### src/hdl/clnw_pkg.sv
// shared types, codes and tables for the character lcd expander byte writer
package clnw_pkg;

  // expander address bases
  localparam logic [7:0] ADDR_BASE_A = 8'h70;
  localparam logic [7:0] ADDR_BASE_B = 8'h40;

  // lcd line start, clear and home commands
  localparam logic [7:0] LINE1_CMD = 8'h80;
  localparam logic [7:0] LINE2_CMD = 8'hC0;
  localparam logic [7:0] LINE3_CMD = 8'h94;
  localparam logic [7:0] LINE4_CMD = 8'hD4;
  localparam logic [7:0] CLEAR_CMD = 8'h01;
  localparam logic [7:0] HOME_CMD_A = 8'h02;
  localparam logic [7:0] HOME_CMD_B = 8'h03;

  // control characters in the text stream
  localparam logic [7:0] CH_NEWLINE = 8'h0A;
  localparam logic [7:0] CH_RETURN = 8'h0D;
  localparam logic [7:0] CH_BELL = 8'h07;
  localparam logic [7:0] CH_FORMFEED = 8'h0C;

  // cursor move limits
  localparam logic [5:0] COL_MAX = 6'd40;

  // sequencer step counter
  localparam int STEP_W = 4;
  localparam logic [STEP_W-1:0] BYTE_LAST_STEP = 4'd4;
  localparam logic [STEP_W-1:0] INIT_LAST_STEP = 4'd14;

  // default depth of the job queue
  localparam int QUEUE_DEPTH_DEF = 4;

  // input actions
  typedef enum logic [2:0] {
    ACT_TEXT    = 3'd0,
    ACT_COMMAND = 3'd1,
    ACT_CURSOR  = 3'd2,
    ACT_INIT    = 3'd3,
    ACT_LIGHT   = 3'd4
  } action_t;

  // configuration register indexes
  typedef enum logic [1:0] {
    REG_BACKLIGHT = 2'd0,
    REG_FOUR_LINE = 2'd1,
    REG_VARIANT   = 2'd2,
    REG_ADDR_PINS = 2'd3
  } cfg_reg_t;

  // kinds of queued jobs
  typedef enum logic [1:0] {
    JOB_BYTE  = 2'd0,
    JOB_INIT  = 2'd1,
    JOB_LIGHT = 2'd2
  } job_kind_t;

  // one classified item waiting for the back end
  typedef struct packed {
    job_kind_t  kind;
    logic [7:0] value;
    logic       rs;
    logic       lw;
  } job_t;

  // queue status toward front and back
  typedef struct packed {
    logic empty;
    logic full;
  } q_status_t;

  // start command of a line, zero-based index
  function automatic logic [7:0] line_start(input logic [1:0] idx);
    logic [7:0] r;
    unique case (idx)
      2'd0: r = LINE1_CMD;
      2'd1: r = LINE2_CMD;
      2'd2: r = LINE3_CMD;
      default: r = LINE4_CMD;
    endcase
    return r;
  endfunction

  // fixed 4-bit init sequence, backlight always on
  function automatic logic [7:0] init_byte(input logic [3:0] idx);
    logic [7:0] r;
    unique case (idx)
      4'd0: r = 8'h2C;
      4'd1: r = 8'h28;
      4'd2: r = 8'h2C;
      4'd3: r = 8'h28;
      4'd4: r = 8'h8C;
      4'd5: r = 8'h88;
      4'd6: r = 8'h0C;
      4'd7: r = 8'h08;
      4'd8: r = 8'hCC;
      4'd9: r = 8'hC8;
      4'd10: r = 8'h0C;
      4'd11: r = 8'h08;
      4'd12: r = 8'h6C;
      default: r = 8'h68;
    endcase
    return r;
  endfunction

endpackage

### src/hdl/clnw_front.sv
// front end: accepts items, tracks the current line and queues jobs
module clnw_front
  import clnw_pkg::*;
(
  input  logic       clk,
  input  logic       rst,
  input  logic       in_valid,
  output logic       in_stall,
  input  logic [2:0] action,
  input  logic [7:0] data_byte,
  input  logic [5:0] column,
  input  logic [2:0] row,
  input  logic       four_line_mode,
  input  q_status_t  q_status,
  output logic       push,
  output job_t       push_job
);

  logic [2:0] current_line;
  logic [2:0] current_line_next;
  logic [2:0] num_lines;
  logic [2:0] eff_line;
  logic [2:0] nl_line;
  logic [5:0] col_clamped;
  logic       job_ok;
  logic       accept;

  assign in_stall = q_status.full;
  assign accept   = in_valid && !q_status.full;

  // layout size, the line to use for relative moves and the clamped column
  always_comb begin
    num_lines = four_line_mode ? 3'd4 : 3'd2;
    if (current_line == 3'd0 || current_line > num_lines) begin
      eff_line = 3'd1;
    end else begin
      eff_line = current_line;
    end
    nl_line = (eff_line >= num_lines) ? 3'd1 : eff_line + 3'd1;
    if (column == 6'd0) begin
      col_clamped = 6'd1;
    end else if (column > COL_MAX) begin
      col_clamped = COL_MAX;
    end else begin
      col_clamped = column;
    end
  end

  // classify the item into at most one job
  always_comb begin
    job_ok            = 1'b1;
    current_line_next = current_line;
    push_job.kind     = JOB_BYTE;
    push_job.value    = data_byte;
    push_job.rs       = 1'b0;
    unique case (action)
      ACT_TEXT: begin
        priority if (data_byte == CH_NEWLINE) begin
          current_line_next = nl_line;
          push_job.value    = line_start(2'(nl_line - 3'd1));
        end else if (data_byte == CH_RETURN) begin
          push_job.value = line_start(2'(eff_line - 3'd1));
        end else if (data_byte == CH_BELL) begin
          current_line_next = 3'd1;
          push_job.value    = LINE1_CMD;
        end else if (data_byte == CH_FORMFEED) begin
          current_line_next = 3'd1;
          push_job.value    = CLEAR_CMD;
        end else begin
          push_job.rs = 1'b1;
        end
      end
      ACT_COMMAND: begin
        push_job.value = data_byte;
      end
      ACT_CURSOR: begin
        job_ok         = (row != 3'd0) && (row <= num_lines);
        push_job.value = line_start(2'(row - 3'd1)) + {2'b00, col_clamped} - 8'd1;
      end
      ACT_INIT: begin
        push_job.kind = JOB_INIT;
      end
      ACT_LIGHT: begin
        push_job.kind = JOB_LIGHT;
      end
      default: begin
        job_ok = 1'b0;
      end
    endcase
    push_job.lw = !push_job.rs && (push_job.kind == JOB_BYTE) &&
                  (push_job.value == CLEAR_CMD || push_job.value == HOME_CMD_A ||
                   push_job.value == HOME_CMD_B);
  end

  assign push = accept && job_ok;

  // current line register
  always_ff @(posedge clk) begin
    if (rst) begin
      current_line <= 3'd1;
    end else if (accept) begin
      current_line <= current_line_next;
    end
  end

endmodule

### src/hdl/clnw_queue.sv
// job queue between the front end and the byte sequencer
module clnw_queue
  import clnw_pkg::*;
#(
  parameter int DEPTH = QUEUE_DEPTH_DEF
) (
  input  logic      clk,
  input  logic      rst,
  input  logic      push,
  input  job_t      push_job,
  input  logic      pop,
  output job_t      head,
  output q_status_t q_status
);

  localparam int PTR_W = (DEPTH > 1) ? $clog2(DEPTH) : 1;
  localparam int CNT_W = $clog2(DEPTH + 1);

  job_t             entries [DEPTH];
  logic [PTR_W-1:0] wr_ptr;
  logic [PTR_W-1:0] rd_ptr;
  logic [CNT_W-1:0] count;

  assign q_status.empty = (count == '0);
  assign q_status.full  = (count == CNT_W'(DEPTH));
  assign head           = entries[rd_ptr];

  // storage
  always_ff @(posedge clk) begin
    if (push) begin
      entries[wr_ptr] <= push_job;
    end
  end

  // pointers and fill count
  always_ff @(posedge clk) begin
    if (rst) begin
      wr_ptr <= '0;
      rd_ptr <= '0;
      count  <= '0;
    end else begin
      if (push) begin
        wr_ptr <= (wr_ptr == PTR_W'(DEPTH - 1)) ? '0 : wr_ptr + 1'b1;
      end
      if (pop) begin
        rd_ptr <= (rd_ptr == PTR_W'(DEPTH - 1)) ? '0 : rd_ptr + 1'b1;
      end
      if (push && !pop) begin
        count <= count + 1'b1;
      end else if (pop && !push) begin
        count <= count - 1'b1;
      end
    end
  end

endmodule

### src/hdl/clnw_back.sv
// back end: steps through the queued job and drives the output register
module clnw_back
  import clnw_pkg::*;
(
  input  logic       clk,
  input  logic       rst,
  input  job_t       head,
  input  q_status_t  q_status,
  output logic       pop,
  input  logic       backlight_on,
  input  logic       expander_variant_a,
  input  logic [2:0] address_pins,
  output logic       out_valid,
  input  logic       out_stall,
  output logic [7:0] expander_byte,
  output logic       is_address,
  output logic       last,
  output logic       long_wait
);

  logic [STEP_W-1:0] step;
  logic              emit;
  logic [7:0]        byte_n;
  logic              addr_n;
  logic              last_n;
  logic [7:0]        addr_byte;
  logic              bl;

  assign bl        = backlight_on;
  assign addr_byte = (expander_variant_a ? ADDR_BASE_A : ADDR_BASE_B) |
                     {4'b0000, address_pins, 1'b0};
  assign emit      = !q_status.empty && (!out_valid || !out_stall);
  assign pop       = emit && last_n;

  // byte for the current step of the head job
  always_comb begin
    byte_n = addr_byte;
    addr_n = 1'b0;
    last_n = 1'b0;
    if (step == '0) begin
      addr_n = 1'b1;
    end else begin
      unique case (head.kind)
        JOB_BYTE: begin
          last_n = (step == BYTE_LAST_STEP);
          unique case (step[1:0])
            2'd1: byte_n = {head.value[7:4], bl, 1'b1, 1'b0, head.rs};
            2'd2: byte_n = {head.value[7:4], bl, 1'b0, 1'b0, head.rs};
            2'd3: byte_n = {head.value[3:0], bl, 1'b1, 1'b0, head.rs};
            default: byte_n = {head.value[3:0], bl, 1'b0, 1'b0, head.rs};
          endcase
        end
        JOB_INIT: begin
          last_n = (step == INIT_LAST_STEP);
          byte_n = init_byte(step - 1'b1);
        end
        default: begin
          last_n = 1'b1;
          byte_n = {4'b0000, bl, 3'b000};
        end
      endcase
    end
  end

  // step counter
  always_ff @(posedge clk) begin
    if (rst) begin
      step <= '0;
    end else if (emit) begin
      step <= last_n ? '0 : step + 1'b1;
    end
  end

  // output register valid
  always_ff @(posedge clk) begin
    if (rst) begin
      out_valid <= 1'b0;
    end else if (!out_valid || !out_stall) begin
      out_valid <= !q_status.empty;
    end
  end

  // output register payload
  always_ff @(posedge clk) begin
    if (emit) begin
      expander_byte <= byte_n;
      is_address    <= addr_n;
      last          <= last_n;
      long_wait     <= last_n && head.lw && (head.kind == JOB_BYTE);
    end
  end

endmodule

### src/hdl/char_lcd_i2c_nibble_writer.sv
// top level: config registers, front end, job queue and byte sequencer
//
// Turns text, commands, cursor moves, init and backlight refresh items into
// bytes for an I2C port expander driving a 4-bit character LCD.
// Input channel: in_valid/in_stall, a beat moves action, data_byte, column
// and row. Output channel: out_valid/out_stall, a beat moves one expander
// byte with is_address, last and long_wait.
// Config channel: cfg_valid/cfg_ready (always ready), cfg_index picks the
// register, cfg_data carries its value; write only while idle.
// An item is written into the job queue and its address byte then into the
// output register, if the queue was empty and the output is not stalled.
// The sequencer puts out one byte a cycle unless stalled: text, command and
// cursor items give 5 bytes, init 15, backlight refresh 2; items giving no
// bytes take no sequencer time; the single byte sequencer sets throughput.
// The job queue holds QUEUE_DEPTH items, so input beats keep being taken
// while the sequencer works; in_stall rises only when the queue is full.
// When the receiver stalls, the output register holds its byte, the
// sequencer waits and the queue fills up.
// Reset empties the queue and output, sets line one, backlight on, two-line
// layout, address base 0x40 and address pins 0.
module char_lcd_i2c_nibble_writer
  import clnw_pkg::*;
#(
  parameter int QUEUE_DEPTH = QUEUE_DEPTH_DEF
) (
  input  logic       clk,
  input  logic       rst,
  input  logic       in_valid,
  output logic       in_stall,
  input  logic [2:0] action,
  input  logic [7:0] data_byte,
  input  logic [5:0] column,
  input  logic [2:0] row,
  output logic       out_valid,
  input  logic       out_stall,
  output logic [7:0] expander_byte,
  output logic       is_address,
  output logic       last,
  output logic       long_wait,
  input  logic       cfg_valid,
  output logic       cfg_ready,
  input  logic [1:0] cfg_index,
  input  logic [2:0] cfg_data
);

  logic       backlight_on;
  logic       four_line_mode;
  logic       expander_variant_a;
  logic [2:0] address_pins;

  logic       push;
  logic       pop;
  job_t       push_job;
  job_t       head;
  q_status_t  q_status;

  assign cfg_ready = 1'b1;

  // configuration registers
  always_ff @(posedge clk) begin
    if (rst) begin
      backlight_on       <= 1'b1;
      four_line_mode     <= 1'b0;
      expander_variant_a <= 1'b0;
      address_pins       <= 3'd0;
    end else if (cfg_valid && cfg_ready) begin
      unique case (cfg_reg_t'(cfg_index))
        REG_BACKLIGHT: backlight_on       <= cfg_data[0];
        REG_FOUR_LINE: four_line_mode     <= cfg_data[0];
        REG_VARIANT:   expander_variant_a <= cfg_data[0];
        default:       address_pins       <= cfg_data;
      endcase
    end
  end

  // item classification
  clnw_front u_front (
    .clk            (clk),
    .rst            (rst),
    .in_valid       (in_valid),
    .in_stall       (in_stall),
    .action         (action),
    .data_byte      (data_byte),
    .column         (column),
    .row            (row),
    .four_line_mode (four_line_mode),
    .q_status       (q_status),
    .push           (push),
    .push_job       (push_job)
  );

  // job queue
  clnw_queue #(
    .DEPTH (QUEUE_DEPTH)
  ) u_queue (
    .clk      (clk),
    .rst      (rst),
    .push     (push),
    .push_job (push_job),
    .pop      (pop),
    .head     (head),
    .q_status (q_status)
  );

  // byte sequencer
  clnw_back u_back (
    .clk                (clk),
    .rst                (rst),
    .head               (head),
    .q_status           (q_status),
    .pop                (pop),
    .backlight_on       (backlight_on),
    .expander_variant_a (expander_variant_a),
    .address_pins       (address_pins),
    .out_valid          (out_valid),
    .out_stall          (out_stall),
    .expander_byte      (expander_byte),
    .is_address         (is_address),
    .last               (last),
    .long_wait          (long_wait)
  );

`ifndef NO_ASSERTIONS
  // an empty queue never holds off the input
  a_empty_no_stall: assert property (@(posedge clk) disable iff (rst)
    q_status.empty |-> !in_stall)
    else $error("input stalled with empty queue");

  // long wait only on the closing byte, never on an address byte
  a_long_wait_last: assert property (@(posedge clk) disable iff (rst)
    (out_valid && long_wait) |-> (last && !is_address))
    else $error("long_wait outside closing byte");

  // a run continues without a gap once a non-final byte is taken
  a_run_gapless: assert property (@(posedge clk) disable iff (rst)
    (out_valid && !out_stall && !last) |=> out_valid)
    else $error("gap inside a byte run");

  // the queue is never drained while a run is still open
  a_open_run_queued: assert property (@(posedge clk) disable iff (rst)
    (out_valid && !out_stall && !last) |-> !q_status.empty)
    else $error("queue empty during open run");
`endif

endmodule
### config.mk
export PLATFORM = sky130hd
export DESIGN_NAME = char_lcd_i2c_nibble_writer
export DESIGN_NICKNAME = d
export VERILOG_FILES = /design/src/hdl/clnw_pkg.sv /design/src/hdl/clnw_front.sv /design/src/hdl/clnw_queue.sv /design/src/hdl/clnw_back.sv /design/src/hdl/char_lcd_i2c_nibble_writer.sv
export SDC_FILE = /design/constraint.sdc
export NUM_CORES = 1
export LEC_CHECK = 0
export BUFFER_PORTS_ARGS = -buffer_cell sky130_fd_sc_hd__buf_4
export CAP_MARGIN = 10
export CORE_UTILIZATION = 55
export CTS_BUF_LIST = sky130_fd_sc_hd__clkbuf_4 sky130_fd_sc_hd__clkbuf_8
export DETAILED_ROUTE_END_ITERATION = 8
export HOLD_SLACK_MARGIN = 0.05
export MAX_ROUTING_LAYER = met4
export PLACE_DENSITY = 0.78
export SYNTH_ARGS = -nofsm -noshare
export SYNTH_HDL_FRONTEND = slang
export SYNTH_SLANG_ARGS = --single-unit
### constraint.sdc
create_clock -name clk -period 3.23 [get_ports clk]
set_input_delay 0.646 -clock clk [delete_from_list [all_inputs] [get_ports clk]]
set_output_delay 0.646 -clock clk [all_outputs]
set_load 0.005 [all_outputs]
==> results.txt, run 1 <==
----------------------------------------------------
[Clocking]
  TritonCTS clock tree ... done
  Number of hold buffers added after CTS ... 0
  Clock sink count ... 82
  Number of H-tree levels ... 3
  Post-CTS setup buffer count ... 0
  Clock latency on the worst-skew pair ... about 0.35 ns
  Clk slew on worst S/H paths ... roughly 0.090 ns
  Resized cells post-CTS ... 0
  CTS max path bufs ... 2
  CTS Root Cell ... sky130_fd_sc_hd__clkbuf_8
  Number of buffers created by CTS ... 9

[Power and ir drop]
  P_leak ... 0.00214 uW
  Power density over cell area ... 573 nW/um2
  Worst VDD drop ... 261 uV

[Logic synthesis]
  Count of flip-flops with a built-in enable after synthesis ... 59
  Most area-consuming cells after synthesis ... sky130_fd_sc_hd__edfxtp_1 38%, sky130_fd_sc_hd__dfxtp_1 10%, sky130_fd_sc_hd__ha_1 7.6%, sky130_fd_sc_hd__mux4_2 5.9%, sky130_fd_sc_hd__nor2_1 3.3%
  Post-synthesis instance area ... around 4600 um2
  Post-synth cell types ... 62
  Top-area cell type share of the netlist area ... 0.385
  Mean post-synth cell area ... 10.7 um2
  Mapped Cells ... 430
  Share of synthesized area occupied by flip-flops and latches ... 0.485
  Async set or reset register ratio after synthesis ... 0
  Library cell with the largest summed area after synthesis ... sky130_fd_sc_hd__edfxtp_1
  Prevailing post-synth register cell ... sky130_fd_sc_hd__edfxtp_1
  Net count after synthesis ... 490
  Number of flip-flops and latches in the synthesized netlist ... 82
  Total of warnings raised by yosys ... 0

[Final layout]
  Share of cells above drive strength 1 ... 0.231
  Net total in the final layout ... 552
  Synth-to-Final Area Change ... 18.1%
  Post-route non-filler standard cell count ... 602
  Final instance area ... approximately 5400 um2
  Core occupancy in the finished layout ... 0.666
  Number of antenna repair diodes ... 0

[Critical path]
  CP peak stage delay ... 0.50 ns
  Data required time of the worst path ... 3.33 ns
  WP data arrival ... between 3 and 4 ns
  Worst Path Max Fanout ... 4
  Cell breakdown of the critical path ... inv_1 > ha_1 > nor2b_1 > o22ai_1 > and2_4 > ha_1 > nor2b_1 > or4b_4 > a21oi_4 > nor4_2 > o32ai_2 > nor4_1 > buf_4
  Capturing element type of the critical path ... register
  Cell with the largest stage delay on the worst path ... sky130_fd_sc_hd__or4b_4
  Worst setup path category ... register to register
  Critical path launch point type ... register

[Floorplan]
  I/O pins ... 44
  Horiz. Die Dim ... about 94 um
  Total die area ... 8750 um2
  Core footprint ... around 8200 um2
  Initial Utilization ... 0.564
  Number of placement rows ... 33
  Die span in y ... just over 90 um

[GRT]
  Vias in the first global route ... approximately 3.5k
  Overall overflow remaining after global route ... 0
  Initial antenna violation count ... 0
  Global-route wire length before repair ... 15800 um
  Largest net degree at the start of global routing ... 22
  Overall fraction of global-route tracks in use ... 0.241

[Worst hold path]
  Worst min-delay path class ... register to register

[Placement]
  Port bufs ... 42
  Placed wire-length estimate after detailed placement ... about 7100 um
  Final weighted congestion of routability-driven global placement ... 0.890
  Area post-placement ... a little over 5000 um2
  Placed Cells incl. Taps ... 586

[Drt]
  Total wirelength of the detailed-routed design ... 9440 um
  Routed WL per cell ... between 15 and 20 um
  Count of vias placed by the detailed router ... 3453
  Ratio of routed vias to standard cells ... 5.74
  DRC violation total after the first TritonRoute iteration ... 170
  Antenna violation net count after detailed routing ... 0
  1st-pass router iterations ... 4
  DRC viols ... 0

[STA]
  Pin slew with the least headroom to its limit ... between 0.6 and 0.7 ns
  Post-route minimum period ... 3.08 ns
  Final setup skew ... 0.0115 ns
  Worst slew margin relative to its limit ... 0.598
  Count of final hold-check violations ... 0
  Setup repair after global routing missed its margin ... false
  TNS Setup ... 0 ns
  Endpoints failing setup ... 0
  Final period util ... 0.954
  Pins over their slew limit ... 0
  Highest achievable clock rate ... 0.325 GHz

[Outcome]
  Status ... finished clean

[Flow run]
  Total of max-cap violations ... 0

----------------------------------------------------
-- final timing paths --
check                                      from                               to  slack (ns)  cells past startpoint
setup / recovery    four_line_mode$_SDFFE_PP0P_  u_queue.entries[1][0]$_DFFE_PP_        0.15                     13
hold / removal    u_back.out_valid$_SDFFE_PP0N_    u_back.out_valid$_SDFFE_PP0N_        0.49                      2
setup reg to reg    four_line_mode$_SDFFE_PP0P_  u_queue.entries[1][0]$_DFFE_PP_        0.15                     13
hold reg to reg   u_back.out_valid$_SDFFE_PP0N_    u_back.out_valid$_SDFFE_PP0N_        0.49                      2
-- synth_stat cells (all sizes together) (10+ instances only) --
cell and instances:
nand2 36, dfxtp 23, mux4 12, a21oi 25, o21ai 29, nor3 12
nor2b 10, ha 28, nor2 40, inv 23, edfxtp 59, clkbuf 14
-- layout by cell type (no fill, tap or decap), types with 9 or more instances in the layout --
cell,instances
sky130_fd_sc_hd__a21oi_1,24
sky130_fd_sc_hd__buf_4,70
sky130_fd_sc_hd__clkbuf_8,9
sky130_fd_sc_hd__dfxtp_1,22
sky130_fd_sc_hd__edfxtp_1,59
sky130_fd_sc_hd__ha_1,28
sky130_fd_sc_hd__inv_1,23
sky130_fd_sc_hd__mux4_2,12
sky130_fd_sc_hd__nand2_1,35
sky130_fd_sc_hd__nor2_1,40
sky130_fd_sc_hd__nor2b_1,10
sky130_fd_sc_hd__nor3_1,12
sky130_fd_sc_hd__o21ai_0,29
-- state kept, by name (all words and copies together) (netlist names), named ones only --
signal and flops:
u_queue.entries 48, u_back.expander_byte 8, u_back.step 4, address_pins 3
u_front.current_line 3, u_queue.count 3, u_queue.rd_ptr 2, u_queue.wr_ptr 2
backlight_on 1, expander_variant_a 1, four_line_mode 1, u_back.is_address 1
u_back.last 1, u_back.long_wait 1, u_back.out_valid 1
-- where the power goes --
part	total [uW]	internal (uW)	switching, uW
sequential	1360	1300	63.3
combinational	942	434	508
clock	816	443	373
total	3120	2170	945
-- layout make-up --
| class | instances | area [um2] |
|---|---|---|
| Clock buffer | 9 | 124 |
| Fill cell | 644 | 2730 |
| Clock inverter | 7 | 98.8 |
| Timing Repair Buffer | 70 | 526 |
| Inverter | 24 | 90.1 |
| Multi-Input combinational cell | 305 | 2240 |
| Sequential cell | 82 | 2230 |
| Tap cell | 105 | 131 |
-- metal layers --
layer  global-route usage  routed length (um)
met1                0.291                4100
met2                0.416                4820
met3               0.0374                 402
met4               0.0718                 121
met5                    -                   0
-- logic make-up (layout without fill, tap and decap cells) --
logic type | after synthesis | count (layout) | share of synthesized area
and+or+nand+nor | 146 | 146 | 0.165
AOI/OAI and AO/OA | 98 | 98 | 0.134
DFF | 82 | 82 | 0.485
buffers and inverters | 43 | 110 | 0.0367
adders and majority gates | 30 | 30 | 0.0847
muxes | 20 | 20 | 0.0760
xor gates and xnor gates | 10 | 10 | 0.0190
other | 1 | 1 | 0.000814
-- stage by stage --
| stage | worst slack (ns) | hold slack, ns | power, uW |
|---|---|---|---|
| 2_1_floorplan | 0.0153 | 0.454 | 1960 |
| 3_3_place_gp | -0.0873 | 0.456 | 2280 |
| 3_5_place_dp | -0.174 | 0.480 | 2320 |
| 4_1_cts | 0.0467 | 0.492 | 3130 |
| 5_1_grt | 0.0134 | 0.521 | 3310 |
| 6_report | 0.149 | 0.493 | 3120 |
-- worst max-delay path: cells and delay by family (launching register included) --
family | cells | cell delay (ns)
buffers and inverters | 2 | 0.24
and+or+nand+nor | 6 | 1.12
DFF | 1 | 0.36
AOI/OAI and AO/OA | 3 | 0.60
adders and majority gates | 2 | 0.51
Power figures use the tool's default switching activity.
==> run 2: changes to the inputs <==
BUFFER_PORTS_ARGS = default   (was -buffer_cell sky130_fd_sc_hd__buf_4)
CELL_PAD_IN_SITES_DETAIL_PLACEMENT = 0   (was default)
CELL_PAD_IN_SITES_GLOBAL_PLACEMENT = 1   (was default)
CORE_UTILIZATION = 47   (was 55)
DONT_BUFFER_PORTS = 1   (was default)
PLACE_DENSITY = default   (was 0.78)
PLACE_DENSITY_LB_ADDON = 0.1   (was default)
==> run 2 against run 1 <==
  * Sequential share of layout area grew 2.5 points
  * Fmax grew 1.5%
  * Sequential power is essentially flat
  * Clock power shrank 9.4%
  * Cell area shrank 5.8%
  * Combinational power shrank 18%
  * Core utilization shrank 12 points
  * Clock-buffer cell count is the same
  * First-iteration DRC count shrank 16%
  * Critical endpoint is now u_queue.entries[3][0]$_DFFE_PP_
  * Largest cell class unchanged
==> results.txt, run 2 (same netlist as run 1, synthesis figures left out) <==
----------------------------------------------------
[Clocking]
  Number of H-tree levels ... 3 (unchanged)
  Number of hold buffers added after CTS ... 0 (unchanged)
  Clock sink count ... 82 (unchanged)
  Clk slew on worst S/H paths ... 0.08 ns (about the same)
  CTS max path bufs ... 2 (unchanged)
  Clock latency on the worst-skew pair ... 0.35 ns (about the same)
  CTS Root Cell ... sky130_fd_sc_hd__clkbuf_8
  TritonCTS clock tree ... done
  Number of buffers created by CTS ... 9 (unchanged)

[GRT]
  Overall overflow remaining after global route ... 0 (unchanged)
  Vias in the first global route ... 3165 (-8.3%)
  Global-route wire length before repair ... 15200 um (-3.9%)
  Initial antenna violation count ... 0 (unchanged)
  Overall fraction of global-route tracks in use ... 0.202 (-0.0388)
  Largest net degree at the start of global routing ... 22 (unchanged)

[Drt]
  DRC viols ... 0 (unchanged)
  Antenna violation net count after detailed routing ... 0 (unchanged)
  Ratio of routed vias to standard cells ... 5.57 (-2.8%)
  Routed WL per cell ... 15.6 um (-0.79%)
  DRC violation total after the first TritonRoute iteration ... 143 (-16%)
  Count of vias placed by the detailed router ... 3244 (-6.1%)
  Total wirelength of the detailed-routed design ... 9060 um (-4.1%)
  1st-pass router iterations ... 5 (+1)

[STA]
  Final worst-path setup slack ... 0.194 ns (+0.0454 ns)
  Pin slew with the least headroom to its limit ... 0.556 ns (-0.0457 ns)
  Highest achievable clock rate ... 0.329 GHz (+1.5%)
  Pins over their slew limit ... 0 (unchanged)
  Final setup skew ... 0.0105 ns (-0.000993 ns)
  Count of final hold-check violations ... 0 (unchanged)
  Final period util ... 0.940 (-0.0141)
  Post-route minimum period ... 3.04 ns (-0.0454 ns)
  Worst slew margin relative to its limit ... 0.629 (+0.0311)
  Setup repair after global routing missed its margin ... false
  Endpoints failing setup ... 0 (unchanged)

[Placement]
  Port bufs ... 0 (-100%)
  Placed wire-length estimate after detailed placement ... 6850 um (-3.7%)
  Minimum setup slack after placement ... -0.0743 ns (+0.0997 ns)
  Area post-placement ... 4880 um2 (-5.8%)
  Placed Cells incl. Taps ... 566 (-3.4%)
  Final weighted congestion of routability-driven global placement ... 0.819 (-8.1%)

[Critical path]
  Critical path launch point type ... register
  WP data arrival ... 3.14 ns (-0.05 ns)
  Capturing element type of the critical path ... register
  Worst setup path category ... register to register
  Worst Path Max Fanout ... 4 (unchanged)
  Data required time of the worst path ... 3.33 ns (about the same)

[Outcome]
  Status ... finished clean

[Floorplan]
  Die span in y ... 101 um (+8.0%)
  Initial Utilization ... 0.492 (-0.0719)
  Total die area ... 10200 um2 (+17%)
  I/O pins ... 44 (unchanged)
  Core footprint ... 9370 um2 (+15%)
  Horiz. Die Dim ... 101 um (+8.0%)
  Number of placement rows ... 35 (+6.1%)

[Final layout]
  Largest registers ... u_queue.entries (48), u_back.expander_byte (8), u_back.step (4)
  Synth-to-Final Area Change ... 11.2%
  Post-route non-filler standard cell count ... 582 (-3.3%)
  Final instance area ... 5120 um2 (-5.8%)
  Commonest cells after routing, fill and taps aside ... 59 x sky130_fd_sc_hd__edfxtp_1, 40 x sky130_fd_sc_hd__nor2_1, 35 x sky130_fd_sc_hd__nand2_1
  Share of cells above drive strength 1 ... 0.159 (-0.0724)
  Fill cell instance count of the final layout ... 808 (+25%)
  Net total in the final layout ... 508 (-8.0%)
  Register bank with the most flops ... u_queue.entries
  Most common cell after layout, fill and taps aside ... sky130_fd_sc_hd__edfxtp_1
  Number of flip-flops in the largest register ... 48 (unchanged)
  Number of antenna repair diodes ... 0 (unchanged)

[Power and ir drop]
  Worst VDD drop ... 221 uV (-15%)
  Power after layout ... 2870 uW (-7.8%)
  P_leak ... 0.00191 uW (-11%)
  Power density over cell area ... 561 nW/um2 (-2.1%)

[Worst hold path]
  Worst min-delay path class ... primary input to register

[Flow run]
  Total of max-cap violations ... 0 (unchanged)

----------------------------------------------------
## run 2: cell count changes in the layout (fill, tap and decap cells not counted), sizes merged
cell	change
bufinv	-1
buf	-44
inv	-1
clkinv	-1
clkinvlp	+3
## run 2: path summary, 6_finish.rpt
path,startpoint,to,slack [ns],depth (start not counted)
worst max-delay path,u_front.current_line[2]$_SDFFE_PP0P_,u_queue.entries[3][0]$_DFFE_PP_,0.19,12
worst min-delay path,rst,four_line_mode$_SDFFE_PP0P_,0.35,1
worst max register to register,u_front.current_line[2]$_SDFFE_PP0P_,u_queue.entries[3][0]$_DFFE_PP_,0.19,12
worst min register to register,u_queue.rd_ptr[1]$_SDFFE_PP0P_,u_queue.rd_ptr[1]$_SDFFE_PP0P_,0.48,2
## run 2: per-stage QoR
stage | util | setup TNS, ns | hold WS (ns)
5_1_grt | 0.547 | 0 | 0.332
4_1_cts | 0.543 | 0 | 0.331
3_3_place_gp | 0.521 | -0.115 | 0.467
6_report | 0.547 | 0 | 0.352
3_5_place_dp | 0.521 | -0.297 | 0.469
2_1_floorplan | - | 0 | 0.454
## run 2: repair_timing
action	4_1_cts	5_1_grt
setup endpoints to repair	0	4
buffers inserted	0	0
resized for setup	0	8
## run 2: worst max-delay path: stages (launching register included)
cell	delay, ns
sky130_fd_sc_hd__dfxtp_1	0.43
sky130_fd_sc_hd__ha_4	0.23
sky130_fd_sc_hd__nor2b_2	0.15
sky130_fd_sc_hd__o22ai_1	0.20
sky130_fd_sc_hd__and2_4	0.18
sky130_fd_sc_hd__ha_1	0.24
sky130_fd_sc_hd__nor2b_1	0.15
sky130_fd_sc_hd__or4b_4	0.50
sky130_fd_sc_hd__a21oi_4	0.15
sky130_fd_sc_hd__nor4_2	0.09
sky130_fd_sc_hd__o32ai_2	0.24
sky130_fd_sc_hd__nor4_1	0.07
sky130_fd_sc_hd__buf_4	0.16
## run 2: final cells by class
class                   instances  area [um2]  share of cell area
repair buffers                 26         195              0.0381
multi-input cells             305        2240               0.438
clock inverters                 7        76.3              0.0149
flip-flops and latches         82        2230               0.436
well taps                     129         161              0.0315
inverters                      24        90.1              0.0176
clock buffers                   9         124              0.0242
## run 2: layer usage
layer	track usage	wire length [um]
met5	-	0
met3	0.0368	399
met2	0.338	4450
met4	0.0591	79
met1	0.250	4130
## run 2: report_power, final
part,internal [uW],total [uW],switching [uW]
logic,324,769,445
clock network,363,739,376
registers,1300,1370,67.3
total,1990,2870,889
